`src/rtl/swrs_pkg.sv`:
```
// Shared types, character class codes and automaton state codes for the word scanner.
// Holds the character classifier and the next-state table. No dependencies.
package swrs_pkg;

    typedef logic [2:0] cls_t;
    typedef logic [3:0] state_t;

    // Character classes
    localparam cls_t CLS_NONE  = 3'd0;
    localparam cls_t CLS_BIN   = 3'd1;
    localparam cls_t CLS_DOT   = 3'd2;
    localparam cls_t CLS_DIG   = 3'd3;
    localparam cls_t CLS_B     = 3'd4;
    localparam cls_t CLS_SEP   = 3'd5;
    localparam cls_t CLS_OTHER = 3'd6;
    localparam cls_t CLS_END   = 3'd7;

    localparam logic [7:0] CHAR_ZERO = 8'h30;
    localparam logic [7:0] CHAR_ONE  = 8'h31;
    localparam logic [7:0] CHAR_TWO  = 8'h32;
    localparam logic [7:0] CHAR_NINE = 8'h39;
    localparam logic [7:0] CHAR_DOT  = 8'h2E;
    localparam logic [7:0] CHAR_B    = 8'h42;
    localparam logic [7:0] CHAR_SEP  = 8'h23;
    localparam logic [7:0] CHAR_END  = 8'h00;

    // Automaton states; codes above S_ERR exist only as next-state results
    localparam state_t S_START    = 4'd0;
    localparam state_t S_ONE_BIT  = 4'd1;
    localparam state_t S_B_SEEN   = 4'd2;
    localparam state_t S_BITS     = 4'd3;
    localparam state_t S_DOT_SEEN = 4'd4;
    localparam state_t S_ERR      = 4'd5;
    localparam state_t S_END_IDLE = 4'd6;
    localparam state_t S_DONE_SEP = 4'd7;
    localparam state_t S_DONE_END = 4'd8;

    // Depth of the class queue between front and back
    localparam int QDEPTH = 4;

    function automatic cls_t classify(input logic [7:0] ch);
        cls_t c;
        if (ch == CHAR_ZERO || ch == CHAR_ONE) c = CLS_BIN;
        else if (ch == CHAR_DOT) c = CLS_DOT;
        else if (ch >= CHAR_TWO && ch <= CHAR_NINE) c = CLS_DIG;
        else if (ch == CHAR_B) c = CLS_B;
        else if (ch == CHAR_SEP) c = CLS_SEP;
        else if (ch == CHAR_END) c = CLS_END;
        else c = CLS_OTHER;
        return c;
    endfunction

    // One row per state, indexed by class (class code NONE never occurs).
    function automatic state_t next_state(input state_t st, input cls_t c);
        logic [7:0][3:0] row;
        case (st)
            S_START:    row = {S_END_IDLE, S_ERR, S_START, S_B_SEEN,
                               S_ERR, S_ERR, S_ONE_BIT, S_ERR};
            S_ONE_BIT:  row = {S_END_IDLE, S_ERR, S_START, S_B_SEEN,
                               S_ERR, S_DOT_SEEN, S_BITS, S_ERR};
            S_B_SEEN:   row = {S_DONE_END, S_ERR, S_DONE_SEP, S_ERR,
                               S_ERR, S_ERR, S_ERR, S_ERR};
            S_BITS:     row = {S_END_IDLE, S_ERR, S_START, S_B_SEEN,
                               S_ERR, S_ERR, S_BITS, S_ERR};
            S_DOT_SEEN: row = {S_DONE_END, S_ERR, S_DONE_SEP, S_ERR,
                               S_B_SEEN, S_ERR, S_B_SEEN, S_ERR};
            default:    row = {S_END_IDLE, S_ERR, S_START, S_ERR,
                               S_ERR, S_ERR, S_ERR, S_ERR};
        endcase
        return row[c];
    endfunction

endpackage

```
`src/rtl/swrs_front.sv`:
```
// Front stage: accepts character beats, classifies them and holds the class
// until the queue takes it. Depends on swrs_pkg.
module swrs_front (
    input  logic              aclk,
    input  logic              aresetn,
    input  logic              s_axis_tvalid,
    output logic              s_axis_tready,
    input  logic [7:0]        s_axis_tdata,   // [7:0] ch
    output logic              push_valid,
    input  logic              push_ready,
    output swrs_pkg::cls_t    push_cls
);

    logic           valid_reg, valid_next;
    swrs_pkg::cls_t cls_reg;

    assign s_axis_tready = !valid_reg || push_ready;
    assign push_valid    = valid_reg;
    assign push_cls      = cls_reg;

    always_comb begin
        valid_next = valid_reg;
        if (s_axis_tvalid && s_axis_tready) begin
            valid_next = 1'b1;
        end else if (push_ready) begin
            valid_next = 1'b0;
        end
    end

    always_ff @(posedge aclk) begin
        if (!aresetn) begin
            valid_reg <= 1'b0;
        end else begin
            valid_reg <= valid_next;
        end
    end

    always_ff @(posedge aclk) begin
        if (s_axis_tvalid && s_axis_tready) begin
            cls_reg <= swrs_pkg::classify(s_axis_tdata);
        end
    end

endmodule

```
`src/rtl/swrs_queue.sv`:
```
// Short class queue between front and back stages, flip-flop storage.
// Depends on swrs_pkg.
module swrs_queue (
    input  logic              aclk,
    input  logic              aresetn,
    input  logic              in_valid,
    output logic              in_ready,
    input  swrs_pkg::cls_t    in_cls,
    output logic              out_valid,
    input  logic              out_ready,
    output swrs_pkg::cls_t    out_cls
);

    localparam int AW = $clog2(swrs_pkg::QDEPTH);
    localparam int CW = $clog2(swrs_pkg::QDEPTH + 1);

    swrs_pkg::cls_t slot_reg [swrs_pkg::QDEPTH];
    logic [AW-1:0]  wr_ptr_reg, wr_ptr_next;
    logic [AW-1:0]  rd_ptr_reg, rd_ptr_next;
    logic [CW-1:0]  count_reg, count_next;
    logic           push, pop;

    assign in_ready  = (count_reg != CW'(swrs_pkg::QDEPTH));
    assign out_valid = (count_reg != '0);
    assign out_cls   = slot_reg[rd_ptr_reg];
    assign push      = in_valid && in_ready;
    assign pop       = out_valid && out_ready;

    always_comb begin
        wr_ptr_next = wr_ptr_reg;
        rd_ptr_next = rd_ptr_reg;
        count_next  = count_reg;
        if (push) begin
            wr_ptr_next = (wr_ptr_reg == AW'(swrs_pkg::QDEPTH - 1)) ? '0 : wr_ptr_reg + 1'b1;
        end
        if (pop) begin
            rd_ptr_next = (rd_ptr_reg == AW'(swrs_pkg::QDEPTH - 1)) ? '0 : rd_ptr_reg + 1'b1;
        end
        if (push && !pop) begin
            count_next = count_reg + 1'b1;
        end else if (pop && !push) begin
            count_next = count_reg - 1'b1;
        end
    end

    always_ff @(posedge aclk) begin
        if (!aresetn) begin
            wr_ptr_reg <= '0;
            rd_ptr_reg <= '0;
            count_reg  <= '0;
        end else begin
            wr_ptr_reg <= wr_ptr_next;
            rd_ptr_reg <= rd_ptr_next;
            count_reg  <= count_next;
        end
    end

    always_ff @(posedge aclk) begin
        if (push) begin
            slot_reg[wr_ptr_reg] <= in_cls;
        end
    end

endmodule

```
`src/rtl/swrs_back.sv`:
```
// Back stage: runs the word automaton on queued classes, tracks positions and
// the word number, and holds each result in the output register. Depends on swrs_pkg.
module swrs_back #(
    parameter int MAX_LEN = 256
) (
    input  logic              aclk,
    input  logic              aresetn,
    input  logic              pop_valid,
    output logic              pop_ready,
    input  swrs_pkg::cls_t    pop_cls,
    output logic              m_axis_tvalid,
    input  logic              m_axis_tready,
    output logic [31:0]       m_axis_tdata
);

    localparam int PW = $clog2(MAX_LEN);

    logic [2:0]       dfa_reg, dfa_next;
    logic [PW-1:0]    pos_reg, pos_next;
    logic [PW-1:0]    start_reg, start_next;
    logic [15:0]      count_reg, count_next;
    logic             valid_reg, valid_next;
    logic [7:0]       ws_reg, we_reg;
    logic [15:0]      wn_reg;

    logic             pop, emit;
    swrs_pkg::state_t nxt;
    logic [PW-1:0]    start_use, last_pos, pos_inc;
    logic [PW+7:0]    start_ext, last_ext;

    assign pop_ready = !valid_reg || m_axis_tready;
    assign pop       = pop_valid && pop_ready;

    assign start_use = (dfa_reg == swrs_pkg::S_START[2:0]) ? pos_reg : start_reg;
    assign nxt       = swrs_pkg::next_state({1'b0, dfa_reg}, pop_cls);
    assign emit      = pop && (nxt == swrs_pkg::S_DONE_SEP || nxt == swrs_pkg::S_DONE_END);
    assign last_pos  = (pos_reg == '0) ? PW'(MAX_LEN - 1) : pos_reg - 1'b1;
    assign pos_inc   = (pos_reg == PW'(MAX_LEN - 1)) ? '0 : pos_reg + 1'b1;
    assign start_ext = {8'b0, start_use};
    assign last_ext  = {8'b0, last_pos};

    always_comb begin
        dfa_next   = dfa_reg;
        pos_next   = pos_reg;
        start_next = start_reg;
        count_next = count_reg;
        valid_next = valid_reg;
        if (pop) begin
            if (pop_cls == swrs_pkg::CLS_END) begin
                dfa_next   = swrs_pkg::S_START[2:0];
                pos_next   = '0;
                start_next = '0;
            end else begin
                dfa_next   = (nxt > swrs_pkg::S_ERR) ? swrs_pkg::S_START[2:0] : nxt[2:0];
                pos_next   = pos_inc;
                start_next = start_use;
            end
        end
        if (emit) begin
            count_next = count_reg + 1'b1;
            valid_next = 1'b1;
        end else if (m_axis_tready) begin
            valid_next = 1'b0;
        end
    end

    always_ff @(posedge aclk) begin
        if (!aresetn) begin
            dfa_reg   <= swrs_pkg::S_START[2:0];
            pos_reg   <= '0;
            start_reg <= '0;
            count_reg <= 16'd1;
            valid_reg <= 1'b0;
        end else begin
            dfa_reg   <= dfa_next;
            pos_reg   <= pos_next;
            start_reg <= start_next;
            count_reg <= count_next;
            valid_reg <= valid_next;
        end
    end

    always_ff @(posedge aclk) begin
        if (emit) begin
            ws_reg <= start_ext[7:0];
            we_reg <= last_ext[7:0];
            wn_reg <= count_reg;
        end
    end

    assign m_axis_tvalid = valid_reg;
    assign m_axis_tdata  = {wn_reg, we_reg, ws_reg};

endmodule

```
`src/rtl/sentinel_word_regex_scanner.sv`:
```
// Top level of the word scanner: front classifier, class queue and automaton back end.
// Depends on swrs_pkg, swrs_front, swrs_queue and swrs_back.
//
//  channel | dir | tdata bits | fields (low bit up)
//  s_axis  | in  | 8          | ch[7:0]
//  m_axis  | out | 32         | word_start[7:0], word_end[15:8], word_number[31:16]
//
// One character beat is taken per cycle while s_axis_tready is high; the automaton back end
// retires one class a cycle unless a result waits on a stalled m_axis. After its closing '#'
// or end byte is taken, a result passes the front register, queue slot and output register.
// Reset clears the automaton, positions and queue; the word number restarts at 1.
// A stalled m_axis holds the back end; the four-entry queue and the front register
// keep taking characters until they fill, then s_axis_tready drops.
module sentinel_word_regex_scanner #(
    parameter int MAX_LEN = 256
) (
    input  logic        aclk,
    input  logic        aresetn,
    input  logic        s_axis_tvalid,
    output logic        s_axis_tready,
    input  logic [7:0]  s_axis_tdata,   // [7:0] ch
    output logic        m_axis_tvalid,
    input  logic        m_axis_tready,
    output logic [31:0] m_axis_tdata    // [7:0] word_start, [15:8] word_end, [31:16] word_number
);

    logic           q_in_valid, q_in_ready;
    swrs_pkg::cls_t q_in_cls;
    logic           q_out_valid, q_out_ready;
    swrs_pkg::cls_t q_out_cls;

    // Classify each character and hand it to the queue
    swrs_front u_front (
        .aclk          (aclk),
        .aresetn       (aresetn),
        .s_axis_tvalid (s_axis_tvalid),
        .s_axis_tready (s_axis_tready),
        .s_axis_tdata  (s_axis_tdata),
        .push_valid    (q_in_valid),
        .push_ready    (q_in_ready),
        .push_cls      (q_in_cls)
    );

    // Decouple the classifier from output stalls
    swrs_queue u_queue (
        .aclk      (aclk),
        .aresetn   (aresetn),
        .in_valid  (q_in_valid),
        .in_ready  (q_in_ready),
        .in_cls    (q_in_cls),
        .out_valid (q_out_valid),
        .out_ready (q_out_ready),
        .out_cls   (q_out_cls)
    );

    // Run the automaton and emit accepted words
    swrs_back #(
        .MAX_LEN (MAX_LEN)
    ) u_back (
        .aclk          (aclk),
        .aresetn       (aresetn),
        .pop_valid     (q_out_valid),
        .pop_ready     (q_out_ready),
        .pop_cls       (q_out_cls),
        .m_axis_tvalid (m_axis_tvalid),
        .m_axis_tready (m_axis_tready),
        .m_axis_tdata  (m_axis_tdata)
    );

    // Back end advances only when its output register can take a result
    a_pop_needs_slot: assert property (@(posedge aclk) disable iff (!aresetn)
        (q_out_valid && q_out_ready) |-> (!m_axis_tvalid || m_axis_tready))
        else $error("automaton advanced while a result was stalled");

    // A full queue must present data to the back end
    a_full_has_data: assert property (@(posedge aclk) disable iff (!aresetn)
        !q_in_ready |-> q_out_valid)
        else $error("queue refuses beats yet reports empty");

    // A class pushed into an empty queue is visible next cycle
    a_push_visible: assert property (@(posedge aclk) disable iff (!aresetn)
        (q_in_valid && q_in_ready && !q_out_valid) |=> q_out_valid)
        else $error("pushed class lost in queue");

endmodule
```
`config.mk`:
```
export PLATFORM = sky130hd
export DESIGN_NAME = sentinel_word_regex_scanner
export DESIGN_NICKNAME = d
export VERILOG_FILES = /design/src/rtl/swrs_pkg.sv /design/src/rtl/swrs_front.sv /design/src/rtl/swrs_queue.sv /design/src/rtl/swrs_back.sv /design/src/rtl/sentinel_word_regex_scanner.sv
export SDC_FILE = /design/constraint.sdc
export NUM_CORES = 1
export LEC_CHECK = 0
export BUFFER_PORTS_ARGS = -buffer_cell sky130_fd_sc_hd__buf_4
export CAP_MARGIN = 20
export CORE_ASPECT_RATIO = 0.6
export CORE_MARGIN = 8
export CORE_UTILIZATION = 40
export CTS_CLUSTER_SIZE = 40
export DETAILED_ROUTE_END_ITERATION = 7
export SLEW_MARGIN = 20
export SYNTH_ARGS = -nofsm -noshare
export SYNTH_HDL_FRONTEND = slang
export SYNTH_SLANG_ARGS = --single-unit
```
`constraint.sdc`:
```
create_clock -name aclk -period 3.75 [get_ports aclk]
set_clock_uncertainty 0.2 [all_clocks]
set_input_delay 0.1875 -clock aclk [delete_from_list [all_inputs] [get_ports aclk]]
set_output_delay 0.1875 -clock aclk [all_outputs]
set_load 0.02 [all_outputs]
```
---- Word level (Yosys, flattened, before mapping) ----
Memories as Yosys holds them, arrays and structs flattened. A register that Yosys moved wholly into a read port is not among the register bits.
Cells that the tools add are included.
cells by class
  multipliers ............................. 0
  magnitude comparators ................... 4
  multiplexer cells ....................... 26
  equality and inequality tests ........... 16
  shift operators ......................... 0
  $add $sub $neg .......................... 7
  divide/modulo/power cells ............... 0
  reduce and logical (&&, ||, !) cells .... 23
  bitwise gates (word level) .............. 0
operator list
  kind                                                                                  number
  32-bit case mux with 5 select lines                                                   1
  8-bit by 6-bit == test with 1-bit output (second input constant)                      4
  8-bit two-way mux                                                                     4
  3-bit two-way mux                                                                     6
  16-bit by 1-bit adder with 16-bit output (second input constant)                      1
  8-bit zero test                                                                       2
  4-bit binary-select mux with 3-bit select                                             1
  2-bit two-way mux                                                                     6
  8-bit by 1-bit adder with 8-bit output (second input constant)                        1
  8-bit by 7-bit == test with 1-bit output (second input constant)                      1
  8-bit == test (second input constant)                                                 1
  8-bit by 6-bit greater-or-equal comparator with 1-bit output (second input constant)  1
  8-bit by 6-bit <= comparator with 1-bit output (second input constant)                1
  8-bit by 1-bit subtractor with 8-bit output (second input constant)                   1
  1-bit logical AND                                                                     7
  1-bit two-way mux                                                                     7
  3-bit by 2-bit == test with 1-bit output (second input constant)                      2
  3-bit == test (second input constant)                                                 2
  2-bit nonzero test                                                                    3
  2-bit by 1-bit adder with 2-bit output (second input constant)                        2
  2-bit == test (second input constant)                                                 2
  4-bit by 3-bit == test with 1-bit output (second input constant)                      1
  4-bit == test (second input constant)                                                 1
  4-bit by 3-bit > comparator with 1-bit output (second input constant)                 1
  11 further kinds                                                                      17
storage, ports and cells
  latch bits .............................. 0
  register bits ........................... 79
  bits of input ports ..................... 12
  logic and storage cells ................. 91
  memory bits (writable) .................. 12
  ROM bits ................................ 0
  memories ................................ 1
  output and inout bits ................... 34
memories
  memory            words  bits a word  rd ports  clocked after memory_dff  write ports  RTL line          source
  u_queue.slot_reg  4      3            1         1                         1            swrs_queue.sv:17  swrs_pkg::cls_t slot_reg [swrs_pkg::QDEPTH];

---- Depth between registers and ports, before layout ----
  word-level depth ........................ 8
  depth in mapped cells ................... 12
  mapped depth without buffers ............ 9

---- Cells and area by module ----
A second synthesis with hierarchy kept.
second synthesis, totals
  cells, all modules ...................... 369
  area total of the unflattened synthesis .. 4124.0 sq um
modules (own cells, without submodules)
  module      cells each  instances  sequential area each (sq um)  area each (sq um)
  swrs_back   275         1          1681.6                        2949.1
  swrs_queue  66          1          540.5                         913.4
  swrs_front  28          1          110.1                         261.5

---- Least setup slack after synthesis ----
Ideal clock, no wire load.
  kind .................................... reg2reg
  start point ............................. register (tool-made name)
  end point ............................... register u_back.we_reg[0], enable pin
  required time ........................... 3.161 ns
  path buffers ............................ 1
  cell stages (with the launch flop) ...... 7
  arrival time ............................ 2.481 ns
  period minus slack after synthesis ...... 3.070 ns
  path slack .............................. 0.680 ns
  setup time .............................. 0.389 ns
  cells stage by stage .................... dfxtp_1 mux4_2 or3_4 a21oi_2 nand4_2 buf_6 nand2_1
RTL lines
  item                  RTL line         source
  end signal, assigned  swrs_back.sv:86  we_reg <= last_ext[7:0];
  end, declared         swrs_back.sv:23  logic [7:0] ws_reg, we_reg;

---- Final worst setup path ----
  start point ............................. register u_queue.count_reg[0]
  end point ............................... register u_queue.count_reg[2]
between the ends
  word-level cells in the longest chain between the ends .. 5
  elaborated cells between the ends (all ways) .. 13
  those cells by class .................... add/sub (2); eq/ne (1); mux (2); reduce/logical (8)
RTL lines
  item                                                                                 RTL line          source
  start, declared                                                                      swrs_queue.sv:20  logic [CW-1:0] count_reg, count_next;
  start signal, assigned                                                               swrs_queue.sv:54  count_reg <= count_next;
  branches (longest 5 deep; another with 3-bit by 1-bit subtractor with 3-bit output)  n/a
Parallel ways; which one is timed is not known. The select of a mux whose other input is x is not followed.
A chain may end at the register's enable or synchronous reset.

==> Flow_metrics.wiki <==
{| class="wikitable"
! Metric !! Value
|-
| # rows || 29
|-
| Power density cells || just over 700 nW/um^2
|-
| Synthesized area || 4330 sq um
|-
| Total inserted antenna cells || 0
|-
| Cell area after layout || just over 5000 sq um
|-
| Number of library cell types mapped by synthesis || 49
|-
| Post-detailed-routing wire length || roughly 8500 um
|-
| GRT Total Usage || 0.1189
|-
| TritonCTS clock tree || built
|-
| Cts hold-fix bufs || 6
|-
| Placed Instance Area || 4766 sq um
|-
| CP max stage delay || 0.41 ns
|-
| RePlAce Congestion || between 0.8 and 0.9
|-
| Pin count of the biggest net entering global routing || 32
|-
| CTS Buf Count || 9
|-
| Global-route wire length before repair || between 10,000 and 15,000 um
|-
| Number of nets in the synthesized netlist || roughly 420
|-
| Final critical delay including setup and external delays || 2.848 ns
|-
| Sink Count || 93
|-
| Clock-pin slew reported for the worst setup and hold paths after clock tree synthesis || 0.06 ns
|-
| Data arrival time of the critical path || 2.91 ns
|-
| Synthesized area per cell || ~11 sq um
|-
| Critical Path Slowest Stage Cell || sky130_fd_sc_hd__or3_1
|-
| Most area-hungry cell type in the Yosys netlist || sky130_fd_sc_hd__edfxtp_1
|-
| Worst hold-check path type || in2reg
|-
| Setup TNS after final layout || 0 ns
|-
| Congestion Overflow GR || 0
|-
| Final period utilization || 0.7594
|-
| Crit path launch type || register
|-
| Floorplan die area || 14,520 sq um
|-
| Most common cell in the synthesized netlist || sky130_fd_sc_hd__edfxtp_1
|-
| Clock root buffer master || sky130_fd_sc_hd__clkbuf_16
|-
| Total half-perimeter wirelength after legalization and detailed placement || 5952 um
|-
| Worst path cell trace || or3_1, and2_1, inv_1, ha_1, inv_1, fa_1, xor2_1, or3_1, a21oi_1
|-
| Total of warnings raised by yosys || 0
|-
| CP required || between 3 and 4 ns
|-
| Worst VDD drop || 0.0003538 V
|-
| Total vias in the final route || 2,982
|-
| Fraction of the yosys area taken by sequential cells || 0.5386
|-
| Post-cts gate resize count || 0
|-
| Drt via density || between 5 and 6
|-
| Max-capacitance violation count || 0
|-
| Worst skew pair latency || 0.34 ns
|-
| # port buffers || 45
|-
| Number of max-slew violations in the final report || 0
|-
| Number of antenna violations at the first check in global routing || 0
|-
| Worst slack on hold paths || about 0.033 ns
|-
| Async set-reset flop share out of synthesis || 0
|-
| Top FF cell, synth || sky130_fd_sc_hd__edfxtp_1
|-
| Buffer count from post-CTS setup fixing || 0
|-
| Die outline height || 96.60 um
|-
| Endpoint kind of the worst setup timing path || register
|-
| Effective utilization at floorplan || 0.4101
|-
| Setup Viol. Count Final || 0
|-
| Top cells by area in the synthesized netlist || sky130_fd_sc_hd__edfxtp_1, sky130_fd_sc_hd__dfxtp_1, sky130_fd_sc_hd__mux2i_1, sky130_fd_sc_hd__nand2_1, sky130_fd_sc_hd__nor2_1
|-
| Upper clock frequency limit || 0.3512 GHz
|-
| Die width || 150.3 um
|-
| Vias in the first global route || 2,741
|-
| Number of synthesized flops with an enable pin || 47
|-
| Fraction of layout cells with a size suffix above 1 || 0.2071
|-
| Critical path type || reg2reg
|-
| Count of buffer and inverter cells on the critical path || 2
|-
| Ranking of synthesized cells by instance count || sky130_fd_sc_hd__edfxtp_1, sky130_fd_sc_hd__dfxtp_1, sky130_fd_sc_hd__nand2_1, sky130_fd_sc_hd__nor2_1, sky130_fd_sc_hd__mux2i_1
|-
| Detailed-route wire length per cell || between 10 and 15 um
|-
| Number of flip-flops and latches in the synthesized netlist || just over 90
|-
| Post-Syn Instances || 401
|-
| Slew @ Worst Pin || 0.7269 ns
|-
| Drt pass-1 iters || 4
|-
| Slew HR || 0.5128
|-
| Top cell family by delay on the critical path || simple AND/OR/NAND/NOR gates
|-
| Count of final hold-check violations || 0
|-
| Maximum fanout count along the critical path || 18
|-
| Maximum level of the CTS H-tree || 3
|-
| RSZ-0062 raised after global routing || false
|-
| Number of nets with antenna violations after routing || 0
|-
| Number of nets in the finished design || around 470
|-
| # IOs || between 40 and 50
|-
| 1st-iter DRT viols || 177
|-
| CTS Buffer Depth || 2
|-
| Leak pwr || 0.001867 uW
|-
| Status || finished, final reports clean
|-
| Core area || 10,560 sq um
|-
| Synth-to-layout area growth || 18.00%
|-
| Fill cell instance count of the final layout || 925
|-
| Drc violations || 0
|-
| Area share of the largest cell type after synthesis || 0.3259
|-
| Final core area utilization || 0.4839
|}
## kinds of logic (layout without fill, tap and decap cells)
| logic type | after synthesis | count (layout) | synth area share |
|---|---|---|---|
| simple gates | 161 | 161 | 0.1846 |
| flops | 93 | 93 | 0.5386 |
| compound gates | 61 | 61 | 0.1043 |
| buf+inv | 32 | 80 | 0.03236 |
| mux | 30 | 30 | 0.08119 |
| xor+xnor | 14 | 14 | 0.02831 |
| fa+ha+maj | 10 | 10 | 0.03063 |
## area by class of cell
type | count | area, sq um | area share
Multi-Input combinational cell | 276 | 1858 | 0.3636
Timing Repair Buffer | 55 | 427.9 | 0.08374
Clock buffer | 11 | 232.7 | 0.04554
Tap cell | 139 | 173.9 | 0.03404
Clock inverter | 5 | 51.30 | 0.01004
Sequential cell | 93 | 2332 | 0.4564
Inverter | 9 | 33.78 | 0.006611
## path summary, 6_finish.rpt
kind,from,to,slack [ns],depth (start not counted)
max,u_queue.count_reg[0],u_queue.count_reg[2],0.90,9
min,m_axis_tready,u_back.m_axis_tvalid,0.03,3
max reg2reg,u_queue.count_reg[0],u_queue.count_reg[2],0.90,9
min reg2reg,u_back.count_reg[15],u_back.wn_reg[15],0.26,0
## layer usage
metal	GRT usage	part of all wire	vias up
met3	0.03488	0.068	6
met2	0.1709	0.41	85
met5	0	0	-
met1	0.1678	0.51	1386
met4	0.03970	0.0097	0
li1	-	-	1505
## tightest hold or removal path: cells and delay by family
family | cells | cell delay, ns
compound gates | 1 | 0.10
simple gates | 1 | 0.15
buf+inv | 1 | 0.07
## stage by stage
stage               total power (uW)  instances  setup WS (ns)
finish                          3611        588         0.9023
global route                    3820        588         0.7374
CTS                             3638        588         0.8745
detailed placement              2761        566         0.9069
global placement                2741        566         0.9775
floorplan                       2391        401         0.6795
## report_power, final
group | switching [uW] | total [uW] | leakage (uW) | internal (uW)
Combinational | 765 | 1270 | 0.000936 | 508
Clock | 360 | 872 | 0.000137 | 512
Sequential | 154 | 1470 | 0.000794 | 1310
Total | 1280 | 3610 | 0.00187 | 2330
## placed cells by master (no fill, tap or decap), drive strengths merged, types with 9 or more instances in the layout
| cell | instances |
|---|---|
| buf | 49 |
| edfxtp | 47 |
| dfxtp | 46 |
| nand2 | 45 |
| nor2 | 38 |
| a21oi | 20 |
| mux2i | 19 |
| nand2b | 18 |
| nand3 | 12 |
| and3 | 11 |
| nor3 | 11 |
| clkbuf | 11 |
| xor2 | 10 |
| o21ai | 10 |
| and2 | 9 |
| inv | 9 |
| ha | 9 |
(Power assumes the default switching activity.)
